<file path="config.mk">
export PLATFORM = sky130hd
export DESIGN_NAME = button_debounce_press_classifier_top
export DESIGN_NICKNAME = d
export VERILOG_FILES = /design/src/rtl/dbpc_pkg.sv /design/src/rtl/dbpc_in_stage.sv /design/src/rtl/dbpc_engine.sv /design/src/rtl/button_debounce_press_classifier_top.sv
export SDC_FILE = /design/constraint.sdc
export NUM_CORES = 1
export LEC_CHECK = 0
export ABC_AREA = 1
export BUFFER_PORTS_ARGS = -buffer_cell sky130_fd_sc_hd__buf_4
export CORE_ASPECT_RATIO = 1.4
export CORE_MARGIN = 1.5
export CORE_UTILIZATION = 60
export DETAILED_ROUTE_END_ITERATION = 10
export GPL_ROUTABILITY_DRIVEN = 1
export PLACE_DENSITY_LB_ADDON = 0.15
export SLEW_MARGIN = 20
export SYNTH_ARGS = -nofsm -noshare
export SYNTH_HDL_FRONTEND = slang
export SYNTH_SLANG_ARGS = --single-unit
</file>
<file path="constraint.sdc">
create_clock -name clk -period 5.4 [get_ports clk]
set_input_delay 0.54 -clock clk [delete_from_list [all_inputs] [get_ports clk]]
set_output_delay 0.54 -clock clk [all_outputs]
set_load 0.02 [all_outputs]
</file>
<file path="src/rtl/dbpc_pkg.sv">
// Shared types and constants for the button debounce and press classifier.
package dbpc_pkg;

	localparam int unsigned CntW = 16;
	localparam int unsigned InDataW = 8;
	localparam int unsigned OutDataW = 8;
	localparam int unsigned CfgIdxW = 2;

	localparam logic [CntW-1:0] DebounceReset = 16'd15;
	localparam logic [CntW-1:0] QuickLimitReset = 16'd500;
	localparam logic [CntW-1:0] LongLimitReset = 16'd2000;

	typedef enum logic [CfgIdxW-1:0] {
		REG_DEBOUNCE = 2'd0,
		REG_QUICK_LIMIT = 2'd1,
		REG_LONG_LIMIT = 2'd2
	} reg_idx_t;

	typedef enum logic [2:0] {
		EV_NONE = 3'd0,
		EV_PRESS = 3'd1,
		EV_QUICK = 3'd2,
		EV_NORMAL = 3'd3,
		EV_LONG = 3'd4
	} event_t;

	typedef struct packed {
		logic [CntW-1:0] debounce_ms;
		logic [CntW-1:0] quick_limit_ms;
		logic [CntW-1:0] long_limit_ms;
	} cfg_t;

	typedef struct packed {
		event_t event_code;
		logic stable_level;
	} result_t;

	function automatic logic [CntW-1:0] sat_inc(input logic [CntW-1:0] v);
		sat_inc = (&v) ? v : v + CntW'(1);
	endfunction

endpackage

</file>
<file path="src/rtl/dbpc_in_stage.sv">
// Input register stage holding one accepted pin sample.
module dbpc_in_stage (
	input  logic clk,
	input  logic arst_n,
	input  logic in_valid,
	input  logic in_pin,
	input  logic advance,
	output logic in_ready,
	output logic valid_s1,
	output logic pin_s1
);
	assign in_ready = !valid_s1 || advance;

	always_ff @(posedge clk or negedge arst_n) begin
		if (!arst_n) begin
			valid_s1 <= 1'b0;
		end else if (in_ready) begin
			valid_s1 <= in_valid;
		end
	end

	always_ff @(posedge clk) begin
		if (in_ready && in_valid) begin
			pin_s1 <= in_pin;
		end
	end
endmodule

</file>
<file path="src/rtl/dbpc_engine.sv">
// Debounce and press-timer state with the per-tick update and release classification.
module dbpc_engine (
	input  logic clk,
	input  logic arst_n,
	input  dbpc_pkg::cfg_t cfg,
	input  logic advance,
	input  logic pin,
	output dbpc_pkg::result_t result
);
	import dbpc_pkg::*;

	logic last_raw_q;
	logic [CntW-1:0] bounce_q;
	logic settling_q;
	logic debounced_q;
	logic [CntW-1:0] press_q;

	logic last_raw_n;
	logic [CntW-1:0] bounce_n;
	logic settling_n;
	logic debounced_n;
	logic [CntW-1:0] press_n;
	event_t ev;

	always_comb begin
		press_n = sat_inc(press_q);
		last_raw_n = last_raw_q;
		bounce_n = bounce_q;
		settling_n = settling_q;
		debounced_n = debounced_q;
		ev = EV_NONE;

		if (pin != last_raw_q) begin
			last_raw_n = pin;
			bounce_n = '0;
			settling_n = 1'b1;
		end else if (settling_q) begin
			bounce_n = sat_inc(bounce_q);
		end

		if (settling_n && (bounce_n > cfg.debounce_ms)) begin
			settling_n = 1'b0;
			debounced_n = last_raw_n;
		end

		// The stored debounced level is always the level as of the previous tick.
		if (debounced_n != debounced_q) begin
			if (!debounced_n) begin
				press_n = '0;
				ev = EV_PRESS;
			end else if (press_n <= cfg.quick_limit_ms) begin
				ev = EV_QUICK;
			end else if (press_n >= cfg.long_limit_ms) begin
				ev = EV_LONG;
			end else begin
				ev = EV_NORMAL;
			end
		end
	end

	assign result.event_code = ev;
	assign result.stable_level = debounced_n;

	always_ff @(posedge clk or negedge arst_n) begin
		if (!arst_n) begin
			last_raw_q <= 1'b0;
			bounce_q <= '0;
			settling_q <= 1'b0;
			debounced_q <= 1'b0;
			press_q <= '0;
		end else if (advance) begin
			last_raw_q <= last_raw_n;
			bounce_q <= bounce_n;
			settling_q <= settling_n;
			debounced_q <= debounced_n;
			press_q <= press_n;
		end
	end
endmodule

</file>
<file path="src/rtl/button_debounce_press_classifier_top.sv">
// Top level of the button debounce and press classifier.
// Each input transaction is one millisecond tick carrying the raw sample of an
// active-low button pin, and each tick yields exactly one output transaction
// with an event code (0 none, 1 press, 2 quick release, 3 normal release,
// 4 long release) and the debounced level. A tick is registered on entry,
// processed by the combinational debounce and press-timer logic, and held in an
// output register; one tick is accepted every cycle while the output side keeps
// up. The user writes the three limits through the cfg port only while the block
// is idle (the block does not enforce this); writes to other indexes are ignored.
module button_debounce_press_classifier_top (
	input  logic clk,
	input  logic arst_n,
	input  logic s_axis_tvalid,
	output logic s_axis_tready,
	input  logic [dbpc_pkg::InDataW-1:0] s_axis_tdata,   // [0] pin_level, [7:1] zero
	output logic m_axis_tvalid,
	input  logic m_axis_tready,
	output logic [dbpc_pkg::OutDataW-1:0] m_axis_tdata,  // [2:0] event_code, [3] stable_level
	input  logic cfg_wr_en,
	input  logic [dbpc_pkg::CfgIdxW-1:0] cfg_index,
	input  logic [dbpc_pkg::CntW-1:0] cfg_wdata
);
	import dbpc_pkg::*;

	cfg_t cfg_q;
	logic valid_s1;
	logic pin_s1;
	logic advance;
	result_t result;
	logic out_valid_q;
	result_t out_q;

	always_ff @(posedge clk or negedge arst_n) begin
		if (!arst_n) begin
			cfg_q.debounce_ms <= DebounceReset;
			cfg_q.quick_limit_ms <= QuickLimitReset;
			cfg_q.long_limit_ms <= LongLimitReset;
		end else if (cfg_wr_en) begin
			case (cfg_index)
				REG_DEBOUNCE: cfg_q.debounce_ms <= cfg_wdata;
				REG_QUICK_LIMIT: cfg_q.quick_limit_ms <= cfg_wdata;
				REG_LONG_LIMIT: cfg_q.long_limit_ms <= cfg_wdata;
				default: ;
			endcase
		end
	end

	assign advance = valid_s1 && (!out_valid_q || m_axis_tready);

	dbpc_in_stage u_in_stage (
		.clk(clk),
		.arst_n(arst_n),
		.in_valid(s_axis_tvalid),
		.in_pin(s_axis_tdata[0]),
		.advance(advance),
		.in_ready(s_axis_tready),
		.valid_s1(valid_s1),
		.pin_s1(pin_s1)
	);

	dbpc_engine u_engine (
		.clk(clk),
		.arst_n(arst_n),
		.cfg(cfg_q),
		.advance(advance),
		.pin(pin_s1),
		.result(result)
	);

	always_ff @(posedge clk or negedge arst_n) begin
		if (!arst_n) begin
			out_valid_q <= 1'b0;
		end else if (advance) begin
			out_valid_q <= 1'b1;
		end else if (m_axis_tready) begin
			out_valid_q <= 1'b0;
		end
	end

	always_ff @(posedge clk) begin
		if (advance) begin
			out_q <= result;
		end
	end

	assign m_axis_tvalid = out_valid_q;
	assign m_axis_tdata = {(OutDataW - 4)'(0), out_q.stable_level, out_q.event_code};
endmodule

</file>
; ---- Word-level counts from Yosys, hierarchy flattened
; Cells that the tools add are included.
[word_totals]
ff_bits = 90
in_bits = 31
wordCells = 57
[classes]
addsub = 2
magnitude_cmp = 3
n_eq_ne = 4
n_mux = 15
bitwise = 2
reduce_logical = 16
[op_table]
columns = operator, n
row1 = 16-bit two-way mux, 6
row2 = 16-bit by 1-bit adder with 16-bit output (second input constant), 2
row3 = 16-bit AND reduction, 2
row4 = 16-bit greater-or-equal comparator, 1
row5 = 16-bit > comparator, 1
row6 = 16-bit <= comparator, 1
row7 = 2-bit AND reduction, 4
row8 = 1-bit two-way mux, 7
row9 = 1-bit logical AND, 3
row10 = 3-bit two-way mux, 1
row11 = 3-bit OR reduction, 1
row12 = 2-bit by 1-bit == test with 1-bit output (second input constant), 1
row13 = 2-bit == test (second input constant), 1
row14 = 1-bit zero test, 2
row15 = 2-bit zero test, 1
row16 = 1-bit logical OR, 2
row17 = 2-bit two-way mux, 1
row18 = 1-bit inequality test, 2
row19 = 1-bit inverter, 2
row20 = 2-bit nonzero test, 1

; ---- Logic depth before layout (Yosys ltp)
[depth]
word_depth = 10
mapped_depth = 26
ltp_nobuf = 24

; ---- Hierarchy
; From an unflattened synthesis, not the netlist that was laid out.
[hier_totals]
hier_cells = 814
hier_area_um2 = 6198.4
[by_module_without_submodules]
columns = module, instances, cells_each, area_per_inst_um2
row1 = dbpc_engine, 1, 578, 3860.0
row2 = button_debounce_press_classifier_top, 1, 229, 2263.4
row3 = dbpc_in_stage, 1, 7, 75.1

; ---- Worst setup path after synthesis
; OpenSTA, ideal clock, no wires.
[synth_path]
kind = register to register
from = reg u_engine.bounce_q[0]
to = reg u_engine.press_q[10]
setup_ns = 0.116
arrival_time_ns = 3.116
required_ns = 5.284
slack_ns = 2.167
stages_incl_launch_ff = 26
path_buffers = 1
path_cell_list = dfrtp_1 ha_1 inv_1 nor2_2 nand3_1 nor3_1 or2_2 nand3_1 nand2_1 inv_1 ha_1 nand2_1 nor2_1 nand2_1 nor2_1 nand2_1 nand3_1 nand3_1 nand2_1 nand2_1 ha_1 inv_1 nand3_2 buf_6 nand2_1 nand2_1
[synth_via]
elab_chain_len = 9
word_cells_on_any_way = 11
classes_between = add/sub (1) / order compare (1) / eq/ne (1) / mux (6) / reduce/logical (2)
[synth_lines]
columns = element, line_no
row1 = from (decl), dbpc_engine.sv:13  ; logic [CntW-1:0] bounce_q;
row2 = from (signal assigned), dbpc_engine.sv:73  ; bounce_q <= bounce_n;
row3 = 16-bit by 1-bit adder with 16-bit output or 16-bit AND reduction (tied branches), dbpc_pkg.sv:39  ; sat_inc = (&v) ? v : v + CntW'(1);
row4 = 16-bit two-way mux *, dbpc_pkg.sv:39
row5 = 16-bit two-way mux *, dbpc_engine.sv:37  ; end else if (settling_q) begin
row6 = 16-bit two-way mux *, dbpc_engine.sv:33  ; if (pin != last_raw_q) begin
row7 = via u_engine.bounce_n[14], dbpc_engine.sv:19  ; logic [CntW-1:0] bounce_n;
row8 = 16-bit > comparator *, dbpc_engine.sv:41  ; if (settling_n && (bounce_n > cfg.debounce_ms)) begin
row9 = 1-bit logical AND *, dbpc_engine.sv:41
row10 = 1-bit two-way mux *, dbpc_engine.sv:41
row11 = via u_engine.debounced_n, dbpc_engine.sv:21  ; logic debounced_n;
row12 = 16-bit two-way mux or 1-bit inequality test (tied branches), "dbpc_engine.sv:48, dbpc_engine.sv:47"
row13 = 16-bit two-way mux *, dbpc_engine.sv:47  ; if (debounced_n != debounced_q) begin
row14 = to (signal assigned), dbpc_engine.sv:76  ; press_q <= press_n;
row15 = to (decl), dbpc_engine.sv:16  ; logic [CntW-1:0] press_q;
; Mark *: on every way through the listed nets, which the timed path passes. The rest lies on a longest branch.
; A chain may end at the register's enable or synchronous reset.

; ---- Final worst setup path
[layout_path]
from = reg u_engine.bounce_q[0]
to = reg u_engine.press_q[0]
; Same word-level chain as after synthesis.

==> impl_metrics.json <==
{
  "vias": 5093,
  "rrSetupSlack_ps": 1220,
  "n_antenna_cell": 0,
  "syn_avg_cell_area_um2": 7.45,
  "synth-xor-area-share_pct": 3.24,
  "fin_ws_ps": 1220,
  "layout-drive-gt1-share_pct": 9.93,
  "slew_viol_final": 0,
  "clockRootBuffer": "clkbuf_16",
  "die-area_um2": 10500,
  "fin_worst_skew_ps": 5.36,
  "synth.area.top_cells": "dfrtp_1 (29%), nand2_1 (15%), ha_1 (11%), inv_1 (7.6%), dfstp_2 (7.1%)",
  "placed_cells": 932,
  "rsz0062_at_grt": "no",
  "numCtsBuffers": 9,
  "grt-ovfl-total": 0,
  "critPathCaptureType": "flip-flop",
  "cp.required_ps": 5640,
  "htree_num_levels": 3,
  "insertion_delay_ps": 350,
  "final_cells": 948,
  "postSynthCellCount": 793,
  "start_kind": "flip-flop",
  "dp_hpwl_mm": 10.2,
  "p_leak_uw": 0.00354,
  "path_cells": "ha_1 > inv_1 > nor2_2 > nand4_1 > o211ai_1 > o21ai_0 > nor2_1 > ha_1 > a21oi_1 > o21ai_0 > nand2_1 > nand3_1 > nand4_1 > nand2_1 > ha_1 > inv_1 > nand3_2 > nand2_1 > nand2_1",
  "path_class": "flip-flop to flip-flop",
  "max_freq_mhz": 239,
  "final_nets": 896,
  "clk_path_buf_depth": 2,
  "hold_violations": 0,
  "yosys.area_share.simple_pct": 25.5,
  "path_max_fanout": 16,
  "tns_ps": 0,
  "synth.cell_area_um2": 5910,
  "holdBufCountCts": 0,
  "cp_slowest_cell": "nand4_1",
  "drc": 0,
  "grt_first_pass_wirelength_mm": 22.6,
  "grt_pass1_vias": 4904,
  "tightest_slew_ps": 1050,
  "synthAdderAreaFrac_pct": 11.4,
  "ir_worst_vdd_uv": 207,
  "io-pin-count": 41,
  "syn2layout_area_growth_pct": 10.6,
  "slowest_delay_ps": 450,
  "grt_usage_pct": 28.2,
  "holdCritPathClass": "primary input to asynchronous set/reset pin",
  "core_um2": 9510,
  "worst_path_most_repeated_cell": "nand2_1",
  "first_pass_iters": 5,
  "totalWireLength_mm": 13.6,
  "synth_compound_area_share_pct": 10.6,
  "routedWlPerCell_um": 14.4,
  "p_per_area_nw_per_um2": 401,
  "cap_violations": 0,
  "ys_seq_elements": 90,
  "cp_data_arrival_time_ps": 4410,
  "cts_tree": "yes",
  "cts-resized-gates": 0,
  "ys_seq_area_share_pct": 38.9,
  "post-route-util_pct": 68.7,
  "synth.yosys.warnings": 0,
  "dp_slack_ps": 1290,
  "first_iter_violations": 266,
  "initial_utilization_pct": 62.1,
  "antenna_found_initial": 0,
  "synthMuxAreaShare_pct": 0,
  "path_clk_slew_ps": 60,
  "setup_viol_count_final": 0,
  "gp_congestion": 0.946,
  "fin_crit_ps": 4180,
  "outcome": "completed",
  "slew_headroom_pct": 29.9,
  "port_buffers": 29,
  "hold_ws_ps": 146,
  "rows": 42,
  "yosys.area.top_type": "dfrtp_1",
  "viasPerCell": 5.37,
  "die_h_um": 120,
  "ant_nets": 0,
  "cts.sinks": 90,
  "synthDistinctLibCells": 39,
  "post_cts_buffers": 0,
  "grt_max_degree": 49,
  "timing.final.crit_share_pct": 77.3,
  "die_w_um": 86.9,
  "synth_top_family_by_area": "simple AND/OR/NAND/NOR gates",
  "netlist.area_leader.share_pct": 29.2
}
-- cell type report --
type / instances / area, µm²
Multi-Input combinational cell: 556 / 3020
Inverter: 123 / 467
Timing Repair Buffer: 31 / 233
Sequential cell: 90 / 2300
Fill cell: 789 / 2980
Clock inverter: 4 / 70.1
Clock buffer: 12 / 278
Tap cell: 132 / 165
-- worst max-delay path: cells and delay by family (launching register included) --
kind            cells  cell delay (ps)
compound gates      4              630
simple gates       10             1940
fa+ha+maj           3              900
buf+inv             2              150
flops               1              440
-- power breakdown --
group | switching (µW) | leakage, µW | internal, µW
clock network | 258 | 0.000174 | 457
registers | 142 | 0.00111 | 831
logic | 592 | 0.00225 | 338
-- flip-flops by register name, summed over array words and instances (netlist names) --
name and count:
u_in_stage.valid_s1 1, u_engine.settling_q 1, u_engine.bounce_q 16, u_engine.last_raw_q 1
u_in_stage.pin_s1 1, u_engine.debounced_q 1, m_axis_tvalid 1, cfg_q 48
u_engine.press_q 16, m_axis_tdata 4
-- worst paths after layout --
| kind | to | depth (start not counted) | start |
|---|---|---|---|
| max | u_engine.press_q[0]$_DFFE_PN0P_ | 19 | u_engine.bounce_q[0]$_DFFE_PN0P_ |
| max in group asynchronous | u_engine.bounce_q[4]$_DFFE_PN0P_ | 2 | arst_n |
| min in group clk | u_in_stage.pin_s1$_DFFE_PP_ | 1 | s_axis_tdata[0] |
| max reg2reg | u_engine.press_q[0]$_DFFE_PN0P_ | 19 | u_engine.bounce_q[0]$_DFFE_PN0P_ |
| min | u_engine.press_q[10]$_DFFE_PN0P_ | 1 | arst_n |
| min reg2reg | cfg_q[38]$_DFFE_PN0P_ | 2 | cfg_q[38]$_DFFE_PN0P_ |
-- routing by layer --
layer  GRT usage (%)  share of wire (%)  up-vias
met4            13.5                4.3        0
met3            4.44                3.2       37
met1            31.1                 39     2390
met2            51.5                 54      114
met5               0                  0        -
li1                -                  -     2552
-- metrics by stage --
step,cell area [µm²],total power [µW]
after floorplan,5920,1650
after global routing,6530,2820
after detailed placement,6180,1900
after CTS,6530,2630
after global placement,6180,1840
final,6530,2620
-- cells by family (layout without fill, tap and decap cells) --
family                   after synthesis  after routing
AO/OA/AOI/OAI                        120            120
buffers and inverters                150            170
XOR/XNOR                              21             21
flip-flops                            90             90
AND/OR/NAND/NOR                      357            357
other                                  1              4
adder cells (fa/ha/maj)               54             54
-- synthesized netlist by cell type, drive strengths merged --
| cell | count |
|---|---|
| a21oi | 35 |
| and2 | 1 |
| and3 | 2 |
| buf | 12 |
| clkbuf | 15 |
| conb | 1 |
| dfrtp | 69 |
| dfstp | 16 |
| edfxtp | 5 |
| ha | 54 |
| inv | 123 |
| nand2 | 232 |
| nand3 | 40 |
| nand3b | 1 |
| nand4 | 10 |
| nor2 | 52 |
| nor3 | 15 |
| o211a | 1 |
| o211ai | 1 |
| o21a | 2 |
| o21ai | 78 |
| o21bai | 2 |
| o31ai | 1 |
| or2 | 4 |
| xnor2 | 3 |
| xor2 | 18 |
-- placed cells by master (no fill, tap or decap), types with 16 or more instances in the layout --
cell type  synthesis  layout
a21oi_1           33      33
buf_4              4      31
dfrtp_1           69      69
dfstp_2           16      16
ha_1              54      54
inv_1            120     120
nand2_1          231     231
nand3_1           38      37
nor2_1            50      50
o21ai_0           71      71
xor2_1            17      17
No activity file was read; power rests on OpenSTA's default activity.
